## config.mk

```make
export PLATFORM = sky130hd
export DESIGN_NAME = rtq_front
export DESIGN_NICKNAME = d
export VERILOG_FILES = /design/src/hdl/rtq_pkg.sv /design/src/hdl/rtq_front.sv
export SDC_FILE = /design/constraint.sdc
export NUM_CORES = 1
export LEC_CHECK = 0
export BUFFER_PORTS_ARGS = -buffer_cell sky130_fd_sc_hd__buf_2
export CORE_MARGIN = 1
export CORE_UTILIZATION = 65
export CTS_BUF_LIST = sky130_fd_sc_hd__clkbuf_8
export DETAILED_ROUTE_END_ITERATION = 10
export PLACE_DENSITY = 0.9
export SLEW_MARGIN = 10
export SYNTH_ARGS = -nofsm -noshare
export SYNTH_HDL_FRONTEND = slang
export SYNTH_SLANG_ARGS = --single-unit
```

## constraint.sdc

```tcl
create_clock -name clk -period 9.2 [get_ports clk]
set_clock_uncertainty 0.1 [all_clocks]
set_input_delay 0 -clock clk [delete_from_list [all_inputs] [get_ports clk]]
set_output_delay 0 -clock clk [all_outputs]
set_load 0.02 [all_outputs]
```

## src/hdl/rtq_pkg.sv

```systemverilog
`default_nettype none
package rtq_pkg;

    localparam int FRAC_BITS_DEF = 14;
    localparam int QUEUE_DEPTH   = 4;
    localparam int NUM_W         = 17;

    localparam logic [1:0] BR_TRACE = 2'd0;
    localparam logic [1:0] BR_X     = 2'd1;
    localparam logic [1:0] BR_Y     = 2'd2;
    localparam logic [1:0] BR_Z     = 2'd3;

    localparam logic [1:0] SLOT_X = 2'd0;
    localparam logic [1:0] SLOT_Y = 2'd1;
    localparam logic [1:0] SLOT_Z = 2'd2;
    localparam logic [1:0] SLOT_W = 2'd3;

    typedef struct packed {
        logic signed [15:0] m00;
        logic signed [15:0] m01;
        logic signed [15:0] m02;
        logic signed [15:0] m10;
        logic signed [15:0] m11;
        logic signed [15:0] m12;
        logic signed [15:0] m20;
        logic signed [15:0] m21;
        logic signed [15:0] m22;
    } mat_t;

    typedef struct packed {
        logic signed [15:0] quat_x;
        logic signed [15:0] quat_y;
        logic signed [15:0] quat_z;
        logic signed [15:0] quat_w;
        logic [1:0]         branch_taken;
        logic               degenerate;
    } quat_t;

    typedef struct packed {
        logic [1:0]                  branch;
        logic                        degen;
        logic [1:0]                  diag;
        logic [3:0][NUM_W-1:0]       num;
    } rtq_meta_t;

endpackage
`default_nettype wire

```

## src/hdl/rtq_front.sv

```systemverilog
`default_nettype none
module rtq_front import rtq_pkg::*; #(
    parameter int FRAC_BITS = FRAC_BITS_DEF,
    parameter int SW        = 18
) (
    input  wire logic          clk,
    input  wire logic          rst_n,
    input  wire logic          mat_valid,
    output logic               mat_stall,
    input  wire mat_t          mat,
    output logic               push_valid,
    input  wire logic          push_full,
    output rtq_meta_t          push_meta,
    output logic [SW-1:0]      push_s
);

    localparam int SSW = SW + 1;
    localparam logic signed [SSW-1:0] ONE = SSW'(1) << FRAC_BITS;

    logic                  fr_valid_reg;
    rtq_meta_t             meta_reg, meta_next;
    logic [SW-1:0]         s_reg, s_next;
    logic                  load;

    logic signed [17:0]    tr;
    logic signed [SSW-1:0] s_val;
    logic [1:0]            axis;

    function automatic logic signed [SSW-1:0] sx(input logic [15:0] v);
        sx = {{(SSW-16){v[15]}}, v};
    endfunction

    function automatic logic [NUM_W-1:0] dif(input logic [15:0] a, input logic [15:0] b);
        dif = {a[15], a} - {b[15], b};
    endfunction

    function automatic logic [NUM_W-1:0] add(input logic [15:0] a, input logic [15:0] b);
        add = {a[15], a} + {b[15], b};
    endfunction

    always_comb
    begin
        tr = {{2{mat.m00[15]}}, mat.m00} + {{2{mat.m11[15]}}, mat.m11}
           + {{2{mat.m22[15]}}, mat.m22};
        axis = 2'd0;
        if (mat.m11 > mat.m00)
        begin
            axis = 2'd1;
        end
        if (mat.m22 > ((axis == 2'd1) ? mat.m11 : mat.m00))
        begin
            axis = 2'd2;
        end
        meta_next       = '0;
        meta_next.degen = 1'b0;
        if (tr > 18'sd0)
        begin
            s_val                  = SSW'(tr) + ONE;
            meta_next.branch       = BR_TRACE;
            meta_next.diag         = SLOT_W;
            meta_next.num[SLOT_X]  = dif(mat.m21, mat.m12);
            meta_next.num[SLOT_Y]  = dif(mat.m02, mat.m20);
            meta_next.num[SLOT_Z]  = dif(mat.m10, mat.m01);
        end
        else
        begin
            case (axis)
                2'd0:
                begin
                    s_val                 = sx(mat.m00) - sx(mat.m11) - sx(mat.m22) + ONE;
                    meta_next.branch      = BR_X;
                    meta_next.diag        = SLOT_X;
                    meta_next.num[SLOT_W] = dif(mat.m21, mat.m12);
                    meta_next.num[SLOT_Y] = add(mat.m10, mat.m01);
                    meta_next.num[SLOT_Z] = add(mat.m20, mat.m02);
                end
                2'd1:
                begin
                    s_val                 = sx(mat.m11) - sx(mat.m22) - sx(mat.m00) + ONE;
                    meta_next.branch      = BR_Y;
                    meta_next.diag        = SLOT_Y;
                    meta_next.num[SLOT_W] = dif(mat.m02, mat.m20);
                    meta_next.num[SLOT_Z] = add(mat.m21, mat.m12);
                    meta_next.num[SLOT_X] = add(mat.m01, mat.m10);
                end
                default:
                begin
                    s_val                 = sx(mat.m22) - sx(mat.m00) - sx(mat.m11) + ONE;
                    meta_next.branch      = BR_Z;
                    meta_next.diag        = SLOT_Z;
                    meta_next.num[SLOT_W] = dif(mat.m10, mat.m01);
                    meta_next.num[SLOT_X] = add(mat.m02, mat.m20);
                    meta_next.num[SLOT_Y] = add(mat.m12, mat.m21);
                end
            endcase
            meta_next.degen = s_val[SSW-1] || (s_val == '0);
        end
        s_next = s_val[SW-1:0];
    end

    assign mat_stall  = fr_valid_reg && push_full;
    assign load       = mat_valid && !mat_stall;
    assign push_valid = fr_valid_reg;
    assign push_meta  = meta_reg;
    assign push_s     = s_reg;

    always_ff @(posedge clk or negedge rst_n)
    begin
        if (!rst_n)
        begin
            fr_valid_reg <= 1'b0;
        end
        else if (!mat_stall)
        begin
            fr_valid_reg <= mat_valid;
        end
    end

    always_ff @(posedge clk)
    begin
        if (load)
        begin
            meta_reg <= meta_next;
            s_reg    <= s_next;
        end
    end

endmodule
`default_nettype wire

```

==> results.md <==
- CTS sink count: 92
- Synthesized instance count: 1775
- Final hold vios: 0
- DIE HEIGHT: 157 um
- Power Dens Cells: 174 nW/um^2
- Status: completed
- Final setup violation count: 0
- Via count: 14614
- CTS tree: yes
- Filler instances: 1768
- CP endpoint kind: flip-flop
- Post-synthesis sequential area ratio: 17.6%
- Clock latency on the worst-skew pair: 0.39 ns
- Combinational power share: 68.5%
- TritonCTS Buffers: 9
- Largest area contributor in the netlist: ha_1
- Mean Syn Cell Area: 8.80 um^2
- Detail Placement HPWL: 36900 um
- Synth top area share: 20.7%
- Yosys warns: 0
- Setup ws final: 2.38 ns
- Top delay family on crit path: simple AND/OR/NAND/NOR gates
- Final nets: 2453
- Drt drc: 0
- Slowest-stage cell, CP: a31o_4
- Most used DFF post-synth: edfxtp_1
- Critical Path, Cell by Cell: buf_2, inv_1, ha_1, or3b_1, nor4_1, nand4b_1, nor2b_1, a21oi_4, buf_4, mux2i_1, ha_1, nand4_1, or2_2, o211ai_1, a31o_4, nand2_1, nor3b_1, mux2i_1, and3_1, mux2i_1
- # resized after CTS: 0
- Worst Setup Path Type: input pin to flip-flop
- RSZ-0062 raised after global routing: no
- Clk pwr share: 10.7%
- Sequential fraction of design power: 20.7%
- Min-Delay Path Class: input pin to flip-flop
- Max_slew headroom: 31.2%
- Syn_nets: 2255
- Initial antenna violation count: 0
- Placed insts: 2277
- Synth top area cells: ha_1 21%, edfxtp_1 17%, fa_1 9.5%, xnor2_1 5.0%, inv_1 4.4%
- Max Slew Vio Count: 0
- Max stage delay on crit path: 0.84 ns
- Hold_buf cts: 4
- WP buf/inv: 3
- # diodes: 0
- First-pass GRT wire length: 70900 um
- Switching fraction of total power: 48.4%
- Setup TNS Final: 0 ns
- 1st-iter DRT viols: 1531
- Peak supply drop: 0.000119 V
- Die area: 24700 um^2
- NetSw: 1460 uW
- CP required: 9.34 ns
- I/O Buffers: 240
- Leakage power: 0.00831 uW
- Synthesized area: 15600 um^2
- Crit path DAT: 6.96 ns
- Share of layout cells above drive strength 1: 16.1%
- Grt total ovfl: 0
- Gp weighted congestion: 0.980
- Max Fclk: 0.147 GHz
- DRT antenna net count: 0
- Number of I/O pins: 241
- Number of distinct library cells after synthesis: 74
- EDFF count, synth: 91
- Max FO, Critical Path: 90
- First-pass DRT Iterations: 5
- Post-Place Setup Slack: 2.19 ns
- Yosys reg bits: 92
- Routed len/inst: 20.0 um
- Number of setup buffers added after CTS: 0
- Total Wirelength: 46000 um
- Max_cap viols: 0
- Area Growth Syn to Fin: 10.8%
- Starting Density: 66.4%
- Largest net degree at the start of global routing: 91
- Clock tree buffer depth: 2
- Minimum clock period: 6.82 ns
- Core area: 23500 um^2
- Clock root cell: clkbuf_8
- Worst path most repeated cell: mux2i_1
- CTS clk-pin slew, worst paths: 0.12 ns
- Internal power: 1550 uW
- Actual slew at the worst max-slew pin: 1.03 ns
- Vias in the first global route: 14112
- Final Cycle Share: 74.2%
- Die W: 157 um
- Gr usage total: 36.9%
- Final Instance Count excl. Fillers: 2297
- Drt via density: 6.36
- Post-synth ARST share: 1.09%
- Worst Setup Start Kind: input pin
- Htree depth: 3
- Number of placement rows: 56
## kinds of logic (layout without fill, tap and decap cells)
kind of cell	count (synthesis)	in the layout	synth area share [%]
AND/OR/NAND/NOR	478	478	15.0
AO/OA/AOI/OAI	427	427	18.1
adder cells (fa/ha/maj)	332	332	30.1
buffers and inverters	247	450	6.27
XOR/XNOR	120	120	6.73
flip-flops	92	92	17.6
multiplexers	79	79	6.13
## Yosys cell counts (8+ instances only)
| master | count |
|---|---|
| a221oi_1 | 8 |
| or2_2 | 11 |
| nor3_1 | 54 |
| fa_1 | 74 |
| xor2_1 | 30 |
| a22oi_1 | 9 |
| nand4_1 | 8 |
| o22ai_1 | 22 |
| o211ai_1 | 17 |
| or3_1 | 14 |
| a31oi_1 | 18 |
| and3_1 | 23 |
| o21bai_1 | 15 |
| mux2i_1 | 45 |
| o21ai_0 | 61 |
| o21a_1 | 14 |
| a211oi_1 | 25 |
| nor2_1 | 114 |
| nand2b_1 | 31 |
| nand3_1 | 34 |
| ha_1 | 258 |
| edfxtp_1 | 91 |
| clkbuf_1 | 39 |
| nor2b_1 | 34 |
| buf_2 | 15 |
| a21o_1 | 29 |
| a21oi_1 | 122 |
| inv_1 | 184 |
| mux2_4 | 33 |
| xnor2_1 | 90 |
| o31ai_1 | 8 |
| nand2_1 | 115 |
| nor4_1 | 12 |
| or4_1 | 8 |
## layer usage
| metal | vias to the layer above | share of wire (%) | GRT usage, % |
|---|---|---|---|
| li1 | 6696 | - | - |
| met1 | 6890 | 38 | 45.9 |
| met2 | 856 | 47 | 62.1 |
| met3 | 172 | 9.8 | 5.89 |
| met4 | 0 | 5.0 | 18.3 |
| met5 | - | 0 | 0 |
## final timing paths
| kind | startpoint | to | slack (ns) | cells past startpoint |
|---|---|---|---|---|
| min | mat[112] | push_meta[34] | 0.1 | 3 |
| min in group asynchronous | rst_n | push_valid | 0.35 | 3 |
| max in group asynchronous | rst_n | push_valid | 8.55 | 3 |
| min reg2reg | push_valid | push_meta[69] | 0.89 | 2 |
| max | mat[79] | push_meta[49] | 2.38 | 20 |
| max reg2reg | push_valid | push_s[5] | 6.52 | 3 |
## area by class of cell
class	count	area, um^2	share of cell area, %
Clock inverter	7	91.3	0.528
Inverter	184	691	3.99
Timing Repair Buffer	250	1300	7.50
Multi-Input combinational cell	1436	12000	69.0
Clock buffer	9	124	0.716
Sequential cell	92	2760	15.9
Tap cell	319	399	2.31
## worst reg2reg max path, stage by stage, from the launching register on
cell and delay (ns):
dfrtp_1 0.40, and2_1 0.21, nor2b_4 0.73, buf_4 0.83
## sequential cells by signal, summed over array words and instances (netlist names)
register    flops
push_s         18
push_valid      1
push_meta      73
## power groups by stage
| stage | clock [uW] | combinational (uW) | sequential (uW) |
|---|---|---|---|
| 6_report | 323 | 2060 | 623 |
| 5_1_grt | 334 | 2210 | 628 |
| 3_3_place_gp | 0 | 1940 | 631 |
| 2_1_floorplan | 0 | 1360 | 724 |
| 3_5_place_dp | 0 | 2000 | 630 |
| 4_1_cts | 327 | 2010 | 622 |
## through the flow
stage	area (um^2)	power [uW]	hold WS [ns]	utilization [%]
2_1_floorplan	15600	2080	-0.396	-
3_3_place_gp	17100	2570	-0.325	72.4
3_5_place_dp	17100	2630	-0.324	72.4
4_1_cts	17300	2960	0.0618	73.5
5_1_grt	17300	3170	0.0929	73.5
6_report	17300	3010	0.0967	73.5
## placed cells by master (no fill, tap or decap), types with 9 or more instances in the layout
cell	n
a211oi_1	25
a21o_1	29
a21oi_1	122
a22oi_1	9
a31oi_1	16
and3_1	23
buf_2	240
clkbuf_8	9
edfxtp_1	91
fa_1	74
ha_1	258
inv_1	184
mux2_4	33
mux2i_1	45
nand2_1	115
nand2b_1	31
nand3_1	34
nor2_1	114
nor2b_1	33
nor3_1	54
nor4_1	12
o211ai_1	17
o21a_1	14
o21ai_0	61
o21bai_1	15
o22ai_1	22
or2_2	11
or3_1	14
xnor2_1	90
xor2_1	30
No activity file was read; power rests on OpenSTA's default activity.
