--- src/hdl/rtq_pkg.sv ---
`default_nettype none
package rtq_pkg;

    localparam int FRAC_BITS_DEF = 14;
    localparam int QUEUE_DEPTH   = 4;
    localparam int NUM_W         = 17;

    localparam logic [1:0] BR_TRACE = 2'd0;
    localparam logic [1:0] BR_X     = 2'd1;
    localparam logic [1:0] BR_Y     = 2'd2;
    localparam logic [1:0] BR_Z     = 2'd3;

    localparam logic [1:0] SLOT_X = 2'd0;
    localparam logic [1:0] SLOT_Y = 2'd1;
    localparam logic [1:0] SLOT_Z = 2'd2;
    localparam logic [1:0] SLOT_W = 2'd3;

    typedef struct packed {
        logic signed [15:0] m00;
        logic signed [15:0] m01;
        logic signed [15:0] m02;
        logic signed [15:0] m10;
        logic signed [15:0] m11;
        logic signed [15:0] m12;
        logic signed [15:0] m20;
        logic signed [15:0] m21;
        logic signed [15:0] m22;
    } mat_t;

    typedef struct packed {
        logic signed [15:0] quat_x;
        logic signed [15:0] quat_y;
        logic signed [15:0] quat_z;
        logic signed [15:0] quat_w;
        logic [1:0]         branch_taken;
        logic               degenerate;
    } quat_t;

    typedef struct packed {
        logic [1:0]                  branch;
        logic                        degen;
        logic [1:0]                  diag;
        logic [3:0][NUM_W-1:0]       num;
    } rtq_meta_t;

endpackage
`default_nettype wire

--- src/hdl/rtq_queue.sv ---
`default_nettype none
module rtq_queue import rtq_pkg::*; #(
    parameter int WIDTH = 8,
    parameter int DEPTH = QUEUE_DEPTH
) (
    input  wire logic             clk,
    input  wire logic             rst_n,
    input  wire logic             push,
    input  wire logic [WIDTH-1:0] push_data,
    output logic                  full,
    input  wire logic             pop,
    output logic                  empty,
    output logic [WIDTH-1:0]      head
);

    localparam int AW = $clog2(DEPTH);

    logic [WIDTH-1:0] mem [DEPTH];
    logic [AW-1:0]    wr_reg, rd_reg;
    logic [AW:0]      cnt_reg;
    logic             do_push, do_pop;

    assign full    = (cnt_reg == (AW+1)'(DEPTH));
    assign empty   = (cnt_reg == '0);
    assign do_push = push && !full;
    assign do_pop  = pop && !empty;
    assign head    = mem[rd_reg];

    always_ff @(posedge clk or negedge rst_n)
    begin
        if (!rst_n)
        begin
            wr_reg  <= '0;
            rd_reg  <= '0;
            cnt_reg <= '0;
        end
        else
        begin
            if (do_push)
            begin
                wr_reg <= (wr_reg == AW'(DEPTH-1)) ? '0 : wr_reg + 1'b1;
            end
            if (do_pop)
            begin
                rd_reg <= (rd_reg == AW'(DEPTH-1)) ? '0 : rd_reg + 1'b1;
            end
            cnt_reg <= cnt_reg + (AW+1)'(do_push) - (AW+1)'(do_pop);
        end
    end

    always_ff @(posedge clk)
    begin
        if (do_push)
        begin
            mem[wr_reg] <= push_data;
        end
    end

endmodule
`default_nettype wire

--- config.mk ---
export PLATFORM = sky130hd
export DESIGN_NAME = rtq_queue
export DESIGN_NICKNAME = d
export VERILOG_FILES = /design/src/hdl/rtq_pkg.sv /design/src/hdl/rtq_queue.sv
export SDC_FILE = /design/constraint.sdc
export NUM_CORES = 1
export LEC_CHECK = 0
export ABC_CLOCK_PERIOD_IN_PS = 1950
export BUFFER_PORTS_ARGS = -buffer_cell sky130_fd_sc_hd__buf_2
export CAP_MARGIN = 20
export CORE_MARGIN = 5
export CORE_UTILIZATION = 50
export CTS_CLUSTER_SIZE = 20
export DETAILED_ROUTE_END_ITERATION = 16
export HOLD_SLACK_MARGIN = 0.12
export PLACE_DENSITY = 0.74
export SLEW_MARGIN = 20
export SYNTH_ARGS = -nofsm -noshare
export SYNTH_HDL_FRONTEND = slang
export SYNTH_SLANG_ARGS = --single-unit
--- constraint.sdc ---
create_clock -name clk -period 1.95 [get_ports clk]
set_clock_uncertainty 0.05 [all_clocks]
set_input_delay 0.195 -clock clk [delete_from_list [all_inputs] [get_ports clk]]
set_output_delay 0.195 -clock clk [all_outputs]
set_load 0.03 [all_outputs]
==> results.yml, run 1 <==
worst_setup_path:
  crit_fanout: 3
  r2r_slack_ns: -0.09
  cp-end-kind: "flip-flop"
  required_ns: 2.12
  critPathKind: "reg2reg"
  r2r_cells: 9
  r2r-end: "cnt_reg[2]"
  worstSetupStartpointType: "flip-flop"
  arrival_ns: 2.22
  r2r-start: "cnt_reg[2]"
sta:
  worst_pin_slew_ns: 0.432
  timing.slew.headroom_pct: 71.2
  timing.hold.ws_ns: 0.165
  period_minus_slack_ns: 2.04
  timing.setup.tns_ns: -0.0909
  fin_crit_sh_pct: 105
  maxSlewViolCount: 0
  finalHoldViolCount: 0
  worst_slack_ns: -0.0909
  clock.fmax_mhz: 490
  final-setup-viol-count: 1
  rsz0062_at_grt: "yes"
cells_and_area:
  largest_reg_flops: 32
  nets: 145
  final_common_cell: "edfxtp_1"
  area_growth_pct: 26.6
  n_antenna_cell: 0
  final.fill_count: 238
  layout_common_cells: "edfxtp_1, buf_2, dlygate4sd3_1, mux4_2, buf_4"
  drive_above_1_share_pct: 48.4
job:
  drv_cap: 0
logic_synthesis:
  yosys_warnings: 0
  ys_seq_area_share_pct: 70.9
  syn_area_per_cell_sq_um: 19.8
  synth_cell_type_count: 19
  syn_area_sq_mm: 0.00160
  syn_inst: 81
  syn_nets: 101
  synth_seq_cells: 39
pwr:
  power.density_mw_per_mm2: 1460
  ir_drop_v: 0.000717
  leakage_uw: 0.000777
global_routing:
  grt_max_degree: 13
  track_usage_pct: 14.0
  grt.overflow.total: 0
  grt_pass1_vias: 888
  grt_pass1_wl_mm: 4.36
  antenna_found_initial: 0
place:
  io_buffers: 21
  dp_hpwl_mm: 1.71
  place_ws_ns: -0.0797
  routabilityCongestion: 0.712
clock_tree:
  clkTransAtPathRegs_ns: 0.11
  cts_sinks: 39
  cts_buffers: 5
  insertion_delay_ns: 0.33
  htree_num_levels: 2
  clockBufferDepth: 2
  tritoncts: "done"
  cts_root_buf: "clkbuf_4"
route:
  drt-total-wl_mm: 2.53
  num_vias: 808
  vias_per_cell: 4.75
  drt_iter0_drc: 35
  postRouteAntennaNets: 0
  firstDrtPassIters: 4
  avgRoutedWirePerCell_um: 14.9
  drc: 0
die:
  io_pins: 22
  coreArea_sq_mm: 0.00305
  die_height_um: 66.6
  die-area_sq_mm: 0.00444
  die_w_um: 66.6
  initial_core_util_pct: 52.5
  num_rows: 20
outcome:
  status: "complete, but fails checks"
  violations: "setup timing"
min_path:
  hold_class: "in2async"
timing repair:
action,CTS,global route
hold buffers,10,0
gates resized for setup,4,1
setup buffers,0,3
pin swaps,1,0
hold endpoints to repair,40,0
setup endpoints to repair,9,10
power by group:
group	switching [uW]	internal, uW	total [uW]
combinational	668	597	1260
clock	244	172	416
sequential	156	1140	1290
total	1070	1910	2970
cells by family (layout without fill, tap and decap cells):
| kind of cell | count (synthesis) | count (layout) | share of synthesized area (%) |
|---|---|---|---|
| xor+xnor | 2 | 2 | 1.09 |
| fa+ha+maj | 8 | 8 | 6.71 |
| compound gates | 1 | 1 | 0.391 |
| mux | 11 | 11 | 13.6 |
| buf+inv | 9 | 54 | 2.19 |
| simple gates | 11 | 11 | 5.15 |
| flops | 39 | 39 | 70.9 |
critical path, cell delays in order (launching register included):
cell and delay, ns:
dfrtp_1 0.44, nor3_4 0.20, nand2b_4 0.15, inv_2 0.04, ha_4 0.25, inv_2 0.03
ha_4 0.14, fa_2 0.35, xnor2_2 0.14, xnor2_1 0.12
synth_stat cells:
library cell  number  share of area (%)
mux2_4             1               0.94
mux4_2             8                 11
inv_1              7                1.6
nand2_1            1               0.23
mux2_2             2                1.4
nand2b_4           1               0.86
o22ai_1            1               0.39
nor3b_4            1                1.2
ha_1               7                5.5
xnor2_1            2                1.1
fa_1               1                1.2
dfrtp_1            7                 11
edfxtp_1          32                 60
nor2_1             2               0.47
and2_1             4                1.6
clkbuf_1           1               0.23
nor2b_2            1               0.55
buf_2              1               0.31
nor3_1             1               0.31
metal layers:
metal | track usage (%) | up-vias | routed length, um
li1 | - | 389 | -
met1 | 17.9 | 395 | 1100
met2 | 21.2 | 18 | 1250
met3 | 4.72 | 6 | 130
met4 | 7.36 | 0 | 49
met5 | 0 | - | 0
worst max-delay path by stage:
| stage | from | endpoint | slack [ns] | cells past startpoint |
|---|---|---|---|---|
| 2_1_floorplan | cnt_reg[0] | cnt_reg[2] | -0.27 | 9 |
| 3_3_place_gp | cnt_reg[2] | cnt_reg[2] | -0.04 | 9 |
| 3_5_place_dp | cnt_reg[0] | cnt_reg[2] | -0.08 | 9 |
| 4_1_cts | cnt_reg[2] | cnt_reg[2] | -0.11 | 9 |
| 5_1_grt | cnt_reg[1] | cnt_reg[2] | -0.20 | 9 |
| 6_report | cnt_reg[2] | cnt_reg[2] | -0.09 | 9 |
area by class of cell:
cell class | instances | area (sq um) | area share, %
Tap cell | 44 | 55.1 | 2.71
Sequential cell | 39 | 1140 | 56.3
Clock buffer | 6 | 51.3 | 2.53
Multi-Input combinational cell | 33 | 478 | 23.6
Timing Repair Buffer | 39 | 265 | 13.1
Clock inverter | 2 | 11.3 | 0.555
Inverter | 7 | 26.3 | 1.29
metrics by stage:
stage / instances / util [%] / total power, uW / area [sq um]
CTS: 167 / 65.7 / 2960 / 2000
global route: 170 / 66.5 / 3200 / 2030
detailed placement: 149 / 59.7 / 2480 / 1820
global placement: 149 / 59.7 / 2440 / 1820
floorplan: 81 / - / 2160 / 1630
finish: 170 / 66.5 / 2970 / 2030
(Power assumes the default switching activity.)
==> run 2, diff against run 1 <==
Settings changed: CORE_MARGIN 5 to unset.
==> run 2 against run 1 <==
- the run still ends with setup timing left
- final cell count increased by 0.59%
- die area shrank 23%
- combinational power about the same
- sequential cell count is the same
- routed wire length rose by 4.5%
- setup slack worse by 0.0023 ns
- clock power up 54%
- largest power group unchanged
==> results.yml, run 2 (synthesized netlist as in run 1, its figures left out) <==
pwr:
  power_frac_clock_pct: 20.0
  p_int_uw: 2140
  p_comb_share_pct: 38.5
  p_switching_uw: 1070
  ir_drop_v: 0.000815
  leakage_uw: 0.000803
  swShare_pct: 33.3
  power.density_mw_per_mm2: 1550
  seqPwrFrac_pct: 41.5
outcome:
  violations: "setup timing"
  status: "complete, but fails checks"
worst_setup_path:
  r2r_cells: 9
  worstSetupStartpointType: "flip-flop"
  cp_slowest_cell: "dfrtp_2"
  crit_path_cell_trace: "nor3_4 -> nand2b_4 -> inv_2 -> ha_4 -> inv_2 -> ha_4 -> fa_2 -> xnor2_2 -> xnor2_1"
  startpoint: "cnt_reg[0]"
  required_ns: 2.12
  r2r-start: "cnt_reg[0]"
  cp-endpoint: "cnt_reg[2]"
  cp.depth: 9
  slowest_delay_ns: 0.45
  crit_buf_inv: 2
  critPathKind: "reg2reg"
  cp_top_family: "adder cells"
  r2r_slack_ns: -0.09
  cp-end-kind: "flip-flop"
  crit_fanout: 3
  arrival_ns: 2.22
  r2r-end: "cnt_reg[2]"
cells_and_area:
  n_antenna_cell: 0
  final_common_cell: "edfxtp_1"
  largest_reg_flops: 32
  nets: 146
  area_growth_pct: 29.5
  drive_above_1_share_pct: 48.8
  final.fill_count: 222
  layout_common_cells: "edfxtp_1, buf_2, dlygate4sd3_1, buf_4, mux4_2"
sta:
  worst_slack_ns: -0.0932
  period_minus_slack_ns: 2.04
  worst_pin_slew_ns: 0.436
  timing.slew.headroom_pct: 70.9
  clock.fmax_mhz: 489
  maxSlewViolCount: 0
  timing.hold.ws_ns: 0.165
  fin_crit_sh_pct: 105
  rsz0062_at_grt: "yes"
  finalHoldViolCount: 0
  final-setup-viol-count: 1
clock_tree:
  tritoncts: "done"
  insertion_delay_ns: 0.33
  clkTransAtPathRegs_ns: 0.11
  cts_buffers: 5
  clockBufferDepth: 2
  cts_sinks: 39
  htree_num_levels: 2
  cts_root_buf: "clkbuf_4"
global_routing:
  grt_max_degree: 13
  grt_pass1_vias: 855
  antenna_found_initial: 0
  grt.overflow.total: 0
  track_usage_pct: 17.9
  grt_pass1_wl_mm: 4.17
route:
  drt-total-wl_mm: 2.64
  vias_per_cell: 4.93
  drc: 0
  firstDrtPassIters: 4
  avgRoutedWirePerCell_um: 15.5
  postRouteAntennaNets: 0
  drt_iter0_drc: 16
  num_vias: 843
place:
  io_buffers: 21
  dp_hpwl_mm: 1.74
  place_ws_ns: -0.0832
  routabilityCongestion: 0.666
die:
  coreArea_sq_mm: 0.00305
  io_pins: 22
  num_rows: 20
  die-area_sq_mm: 0.00344
  die_w_um: 58.6
  die_height_um: 58.6
  initial_core_util_pct: 52.5
min_path:
  hold_class: "in2async"
job:
  drv_cap: 0
run 2: power groups by stage:
| stage | combinational [uW] | sequential (uW) | clock, uW |
|---|---|---|---|
| 2_1_floorplan | 920 | 1240 | 0 |
| 3_3_place_gp | 1090 | 1340 | 0 |
| 3_5_place_dp | 1150 | 1350 | 0 |
| 4_1_cts | 1160 | 1340 | 656 |
| 5_1_grt | 1350 | 1370 | 687 |
| 6_report | 1240 | 1330 | 642 |
run 2: metrics by stage:
stage	TNS, ns	std cells	power, uW	cell area, sq um	util [%]
3_3_place_gp	-0.0315	150	2430	1830	59.9
4_1_cts	-0.106	168	3150	2030	66.6
3_5_place_dp	-0.0832	150	2500	1830	59.9
6_report	-0.0932	171	3210	2080	68.0
5_1_grt	-0.153	171	3410	2080	68.0
2_1_floorplan	-0.402	81	2160	1630	-
run 2: area by class of cell:
type | count | area [sq um] | area share, %
well taps | 44 | 55.1 | 2.65
clock inverters | 2 | 60.1 | 2.89
inverters | 7 | 26.3 | 1.27
repair buffers | 40 | 273 | 13.1
clock buffers | 6 | 41.3 | 1.99
flip-flops and latches | 39 | 1140 | 55.0
multi-input cells | 33 | 478 | 23.0
run 2: repair_timing:
action	4_1_cts	5_1_grt
hold buffers	10	0
endpoints found under the hold margin	40	0
gates cloned	0	0
pin swaps	0	2
setup endpoints to repair	9	10
setup buffers	0	3
gates resized for setup	1	4
run 2: metal layers:
metal / vias to the layer above / GRT usage [%] / wire length [um]
li1: 396 / - / -
met1: 424 / 22.1 / 1070
met2: 18 / 30.0 / 1460
met3: 5 / 4.62 / 82
met4: 0 / 8.16 / 37
met5: - / 0 / 0
run 2: worst min-delay path by stage:
stage	from	endpoint	slack [ns]	cells past startpoint
final	rst_n	wr_reg[1]	0.17	2
after global routing	rst_n	cnt_reg[1]	0.17	2
after CTS	rst_n	wr_reg[1]	0.16	2
after detailed placement	rst_n	wr_reg[1]	-0.004	1
after global placement	rst_n	wr_reg[1]	-0.01	1
after floorplan	rst_n	cnt_reg[0]	-0.15	0
